==> config.mk <==
export PLATFORM = sky130hd
export DESIGN_NAME = psl_cell
export DESIGN_NICKNAME = d
export VERILOG_FILES = /design/src/design/psl_pkg.sv /design/src/design/psl_cell.sv
export SDC_FILE = /design/constraint.sdc
export NUM_CORES = 1
export LEC_CHECK = 0
export ABC_AREA = 1
export BUFFER_PORTS_ARGS = -buffer_cell sky130_fd_sc_hd__buf_2
export CORE_MARGIN = 3
export CORE_UTILIZATION = 41
export CTS_CLUSTER_DIAMETER = 50
export DETAILED_ROUTE_END_ITERATION = 8
export GPL_ROUTABILITY_DRIVEN = 0
export PLACE_DENSITY = 0.81
export SKIP_CTS_REPAIR_TIMING = 1
export SLEW_MARGIN = 20
export SYNTH_ARGS = -nofsm -noshare
export SYNTH_HDL_FRONTEND = slang
export SYNTH_SLANG_ARGS = --single-unit
export TNS_END_PERCENT = 100
==> constraint.sdc <==
create_clock -name clk -period 1.95 [get_ports clk]
set_input_delay 0.39 -clock clk [delete_from_list [all_inputs] [get_ports clk]]
set_output_delay 0.39 -clock clk [all_outputs]
set_load 0.03 [all_outputs]
==> src/design/psl_pkg.sv <==
// ----------------------------------------------------------------------------
// psl_pkg
// Types, codes and widths of the positional sequence list.
// ----------------------------------------------------------------------------
`default_nettype none

package psl_pkg;

  localparam int WORD_W    = 32;
  localparam int KIND_W    = 3;
  localparam int POS_W     = 7;
  localparam int COUNT_W   = 7;
  localparam int STATUS_W  = 2;
  localparam int DEPTH_DEF = 64;
  localparam int GROUP     = 8;

  typedef enum logic [KIND_W-1:0] {
    K_READ   = 3'd0,
    K_WRITE  = 3'd1,
    K_INSERT = 3'd2,
    K_DELETE = 3'd3,
    K_PUSH   = 3'd4,
    K_POP    = 3'd5,
    K_CLEAR  = 3'd6
  } kind_t;

  typedef enum logic [STATUS_W-1:0] {
    ST_OK    = 2'd0,
    ST_FULL  = 2'd1,
    ST_POS   = 2'd2,
    ST_EMPTY = 2'd3
  } status_t;

  typedef enum logic [2:0] {
    C_NONE,
    C_READ,
    C_WRITE,
    C_INSERT,
    C_DELETE,
    C_PUSH,
    C_POP,
    C_CLEAR
  } cell_op_t;

  typedef struct packed {
    cell_op_t          op;
    logic [WORD_W-1:0] value;
  } cmd_t;

  typedef enum logic [1:0] {
    S_IDLE,
    S_SUM,
    S_DONE
  } state_t;

endpackage

`default_nettype wire

==> src/design/psl_cell.sv <==
// ----------------------------------------------------------------------------
// psl_cell
// One list entry: holds, loads, takes a neighbor's word or clears on command.
// ----------------------------------------------------------------------------
`default_nettype none

module psl_cell
  import psl_pkg::*;
#(
  parameter int INDEX = 0,
  parameter int AW    = 7
) (
  input  wire logic              clk,
  input  wire logic              rst,
  input  wire cmd_t              cmd,
  input  wire logic [AW-1:0]     tgt,
  input  wire logic [AW-1:0]     fill,
  input  wire logic [WORD_W-1:0] lower,
  input  wire logic [WORD_W-1:0] upper,
  output logic      [WORD_W-1:0] q,
  output logic      [WORD_W-1:0] tap
);

  localparam logic [AW:0] ME  = (AW+1)'(INDEX);
  localparam logic [AW:0] ME1 = (AW+1)'(INDEX + 1);

  logic [AW:0]       e_tgt;
  logic [AW:0]       e_fill;
  logic [WORD_W-1:0] q_next;
  logic              pick;

  assign e_tgt  = {1'b0, tgt};
  assign e_fill = {1'b0, fill};

  always_comb begin
    q_next = q;
    pick   = 1'b0;
    case (cmd.op)
      C_READ: begin
        pick = (ME == e_tgt);
      end
      C_WRITE: begin
        if (ME == e_tgt) begin
          q_next = cmd.value;
        end else if (ME >= e_fill && ME < e_tgt) begin
          q_next = '0;
        end
      end
      C_INSERT: begin
        if (ME == e_tgt) begin
          q_next = cmd.value;
        end else if (ME > e_tgt && ME <= e_fill) begin
          q_next = lower;
        end
      end
      C_DELETE: begin
        if (ME1 == e_fill) begin
          q_next = '0;
        end else if (ME >= e_tgt && ME1 < e_fill) begin
          q_next = upper;
        end
      end
      C_PUSH: begin
        if (ME == e_fill) begin
          q_next = cmd.value;
        end
      end
      C_POP: begin
        pick = (ME1 == e_fill);
        if (ME1 == e_fill) begin
          q_next = '0;
        end
      end
      C_CLEAR: begin
        q_next = '0;
      end
      default: begin
        q_next = q;
      end
    endcase
  end

  // present the old word to the gather tree
  assign tap = pick ? q : '0;

  always_ff @(posedge clk) begin
    if (rst) begin
      q <= '0;
    end else begin
      q <= q_next;
    end
  end

endmodule

`default_nettype wire

Yosys cells after proc, flatten, opt, wreduce, memory -nomap -nowiden:

Index checks and enable logic that the tools add are counted.

* bits in registers: 32
* output and inout bits: 64

* muxes and demuxes: 11
* order comparisons: 6
* reduce and logical (&&, ||, !) cells: 7
* equality and inequality tests: 13

Operators with widths (count)
* 2-to-1 mux 32 bit: 9
* case mux 32 bit (6 select lines): 1
* logical NOT 8 bit: 2
* greater-or-equal comparator 1 x 7 -> 1 bit (first input constant): 2
* < comparator 1 x 7 -> 1 bit (first input constant): 2
* equality test 3 bit (second input constant): 4
* != test 3 bit (second input constant): 3
* equality test 1 x 7 -> 1 bit (first input constant): 1
* greater-than comparator 1 x 7 -> 1 bit (first input constant): 1
* less-or-equal comparator 1 x 7 -> 1 bit (first input constant): 1
* equality test 3 x 2 -> 1 bit (second input constant): 2
* AND reduction 6 bit: 1
* nonzero test 6 bit: 1
* != test 2 bit (second input constant): 2
* equality test 3 x 1 -> 1 bit (second input constant): 1
* logical AND 1 bit: 3
* case mux 1 bit (2 select lines): 1

Logic depth before layout (Yosys ltp):

* depth after elaboration: 5
* depth in mapped cells: 11
* gate-level depth less buffers: 10

Least setup slack after synthesis:

OpenSTA, ideal clock, no wires.

* path kind: input port to output port
* start: input tgt[4]
* end: output tap[10]
* cell stages on the path: 8
* buffers on the path: 1
* data required time: 1.560 ns
* slack: 0.040 ns
* data arrival time: 1.520 ns
* path through: nor2_1 nand2_1 nor2_2 nand3_1 nand2_1 inv_1 clkbuf_1 nor2_1

* cells in the longest elaborated chain, start to end: 3

Ends and longest elaborated chain
* start: declaration: RTL line psl_cell.sv:16 `input wire logic [AW-1:0] tgt,`
* logical NOT 8 bit: RTL line psl_cell.sv:40 `pick = (ME == e_tgt);`
* case mux 1 bit (2 select lines): RTL line psl_cell.sv:38 `case (cmd.op)`
* 2-to-1 mux 32 bit: RTL line psl_cell.sv:84 `assign tap = pick ? q : '0;`
* end: declaration: RTL line psl_cell.sv:21 `output logic [WORD_W-1:0] tap`

Every way passes these cells.

Worst setup path after layout:

* start: input fill[6]
* end: output tap[14]

* cells in the longest elaborated chain, start to end: 3

Ends and longest elaborated chain
* start: declaration: RTL line psl_cell.sv:17 `input wire logic [AW-1:0] fill,`
* equality test 1 x 7 -> 1 bit: RTL line psl_cell.sv:69 `pick = (ME1 == e_fill);`
* case mux 1 bit (2 select lines): RTL line psl_cell.sv:38
* 2-to-1 mux 32 bit: RTL line psl_cell.sv:84

Every way passes these cells.

==> results.json <==
{
  "holdCritPathClass": "reg -> reg",
  "avgSynthCellArea_um2": 5.04,
  "grtUsageMet2": 0.378,
  "wl_per_cell_um": 10.8,
  "largest_registers": "q x32",
  "cp.required_ns": 1.56,
  "root_buffer": "clkbuf_8",
  "syn_nets": 600,
  "dp_hpwl_um": 5720,
  "dr.first_iter.drc_count": 94,
  "port_buffers": 178,
  "setup_tns_ns": 0,
  "end_kind": "output pin",
  "grt_pass1_vias": 2865,
  "dpl_cell_area_um2": 3450,
  "max-slew-margin-rel": 0.772,
  "largest_reg_flops": 32,
  "drtAntennaViolNets": 0,
  "path_common_cell": "nor2_2",
  "grt_overflow": 0,
  "drive_gt1_frac": 0.356,
  "slowest_stage": "buf_4",
  "path_class": "in -> out",
  "syn_to_final_growth_pct": 54.8,
  "top_usage_layer": "met2",
  "dp_slack_ns": 0.0322,
  "slowest_delay_ns": 0.17,
  "grt_util_met1": 0.227,
  "critPathLaunchType": "input port",
  "worst_clock_skew_ns": 0,
  "whs_ns": 0.498,
  "numClockSinks": 32,
  "grt_max_degree": 34,
  "worst_slack_ns": 0.0629,
  "drt_pass1_iterations": 4,
  "syn_inst": 485,
  "clock.fmax_mhz": 530,
  "place_inst": 725,
  "synth_edf_count": 0,
  "grt.total_usage": 0.204,
  "ys_seq_elements": 32,
  "final_cells": 735,
  "finalSetupViolations": 0,
  "synth.most_common_cell": "nor2_1",
  "worst_ep_arrival_time_ns": 1.50,
  "syn_area_um2": 2450,
  "seq_area_frac_synth": 0.262,
  "drv_cap": 0,
  "die_area_um2": 6930,
  "synth_warnings": 0,
  "routed_wirelength_um": 7960,
  "ys_top_cells_by_area": "dfxtp_1 (26%), nor2_1 (26%), nand2_1 (21%)",
  "via_count": 3312,
  "die_w_um": 83.2,
  "synthFlopType": "dfxtp_1",
  "htreeDepth": 2,
  "final_util": 0.671,
  "holdPathStages": 2,
  "yosys.area.top_type": "dfxtp_1",
  "crit_fanout": 15,
  "tightest_slew_ns": 0.341,
  "synth_commonest_cells": "nor2_1 (170), nand2_1 (139), inv_1 (70)",
  "rsz0062_at_grt": "yes",
  "drc": 0,
  "drv_slew": 0,
  "top_register": "q",
  "cts_buffers": 5,
  "ys_types": 17,
  "grt_pass1_wl_um": 12100,
  "io_pins": 179,
  "hold_violations": 0,
  "design_area_um2": 3790,
  "die_y_um": 83.2,
  "vias_per_cell": 4.51,
  "power.total_mw": 2.13,
  "use_met3": 0.0585,
  "yosysTopAreaCellShare": 0.262,
  "synthArstFlopShare": 0,
  "reg2regPathDepth": 2,
  "row_count": 27,
  "p_leak_nw": 2.24,
  "start_util": 0.434,
  "crit_path_cell_trace": "buf_2 > nor2_2 > nand2_1 > nor2_2 > nand3_1 > nand2_2 > inv_4 > buf_12 > nor2_1 > buf_4",
  "status": "completed",
  "coreArea_um2": 5640,
  "cts.path.max_buffers": 2,
  "finalCriticalPeriod_ns": 1.89,
  "peakVddDrop_mv": 0.300,
  "diodes": 0,
  "path_clk_slew_ns": 0.06,
  "fin_nets": 777,
  "power_density_nw_per_um2": 563,
  "clk_latency_ns": 0.27,
  "fin_crit_sh": 0.968,
  "cts_tree": "done",
  "antenna_found_initial": 0
}
-- logic make-up after synthesis --
| kind of cell | share of synthesized area |
|---|---|
| AND/OR/NAND/NOR | 0.574 |
| buffers and inverters | 0.160 |
| flip-flops | 0.262 |
| AO/OA/AOI/OAI | 0.00409 |
-- path summary, 6_finish.rpt --
check | startpoint | endpoint | slack [ns]
max | fill[6] | tap[14] | 0.06
min | q[11] | q[11] | 0.50
max reg2reg | q[15] | q[15] | 1.36
min reg2reg | q[11] | q[11] | 0.50
-- layer usage --
| layer | share of wire | routed length, µm | vias to the layer above |
|---|---|---|---|
| met1 | 0.40 | 3210 | 1400 |
| met3 | 0.082 | 653 | 21 |
| met2 | 0.49 | 3880 | 135 |
| met4 | 0.027 | 216 | 0 |
| met5 | 0 | 0 | - |
| li1 | - | - | 1756 |
-- final cells by class --
cell class	instances	area, µm²
Inverter	72	273
Clock inverter	1	30.0
Multi-Input combinational cell	357	1480
Tap cell	72	90.1
Timing Repair Buffer	194	1180
Clock buffer	7	96.3
Fill cell	512	1860
Sequential cell	32	641
-- worst max-delay path, delay by kind of cell --
kind / cells / cell delay, ns
buf+inv: 4 / 0.49
simple gates: 6 / 0.61
-- power by group --
part           switching (mW)  leakage [nW]  internal, mW
Sequential             0.0526         0.264         0.721
Clock                   0.234        0.0645         0.451
Combinational           0.415          1.91         0.259
-- layout by cell type, fill, tap and decap left out, types with 3 or more instances in the layout --
master / n
nand2_1: 138
dfxtp_1: 32
clkbuf_8: 7
buf_2: 146
nand3_1: 37
buf_6: 6
buf_12: 3
nor2_1: 148
inv_1: 69
nor2_2: 26
buf_4: 37
Power figures use the tool's default switching activity.
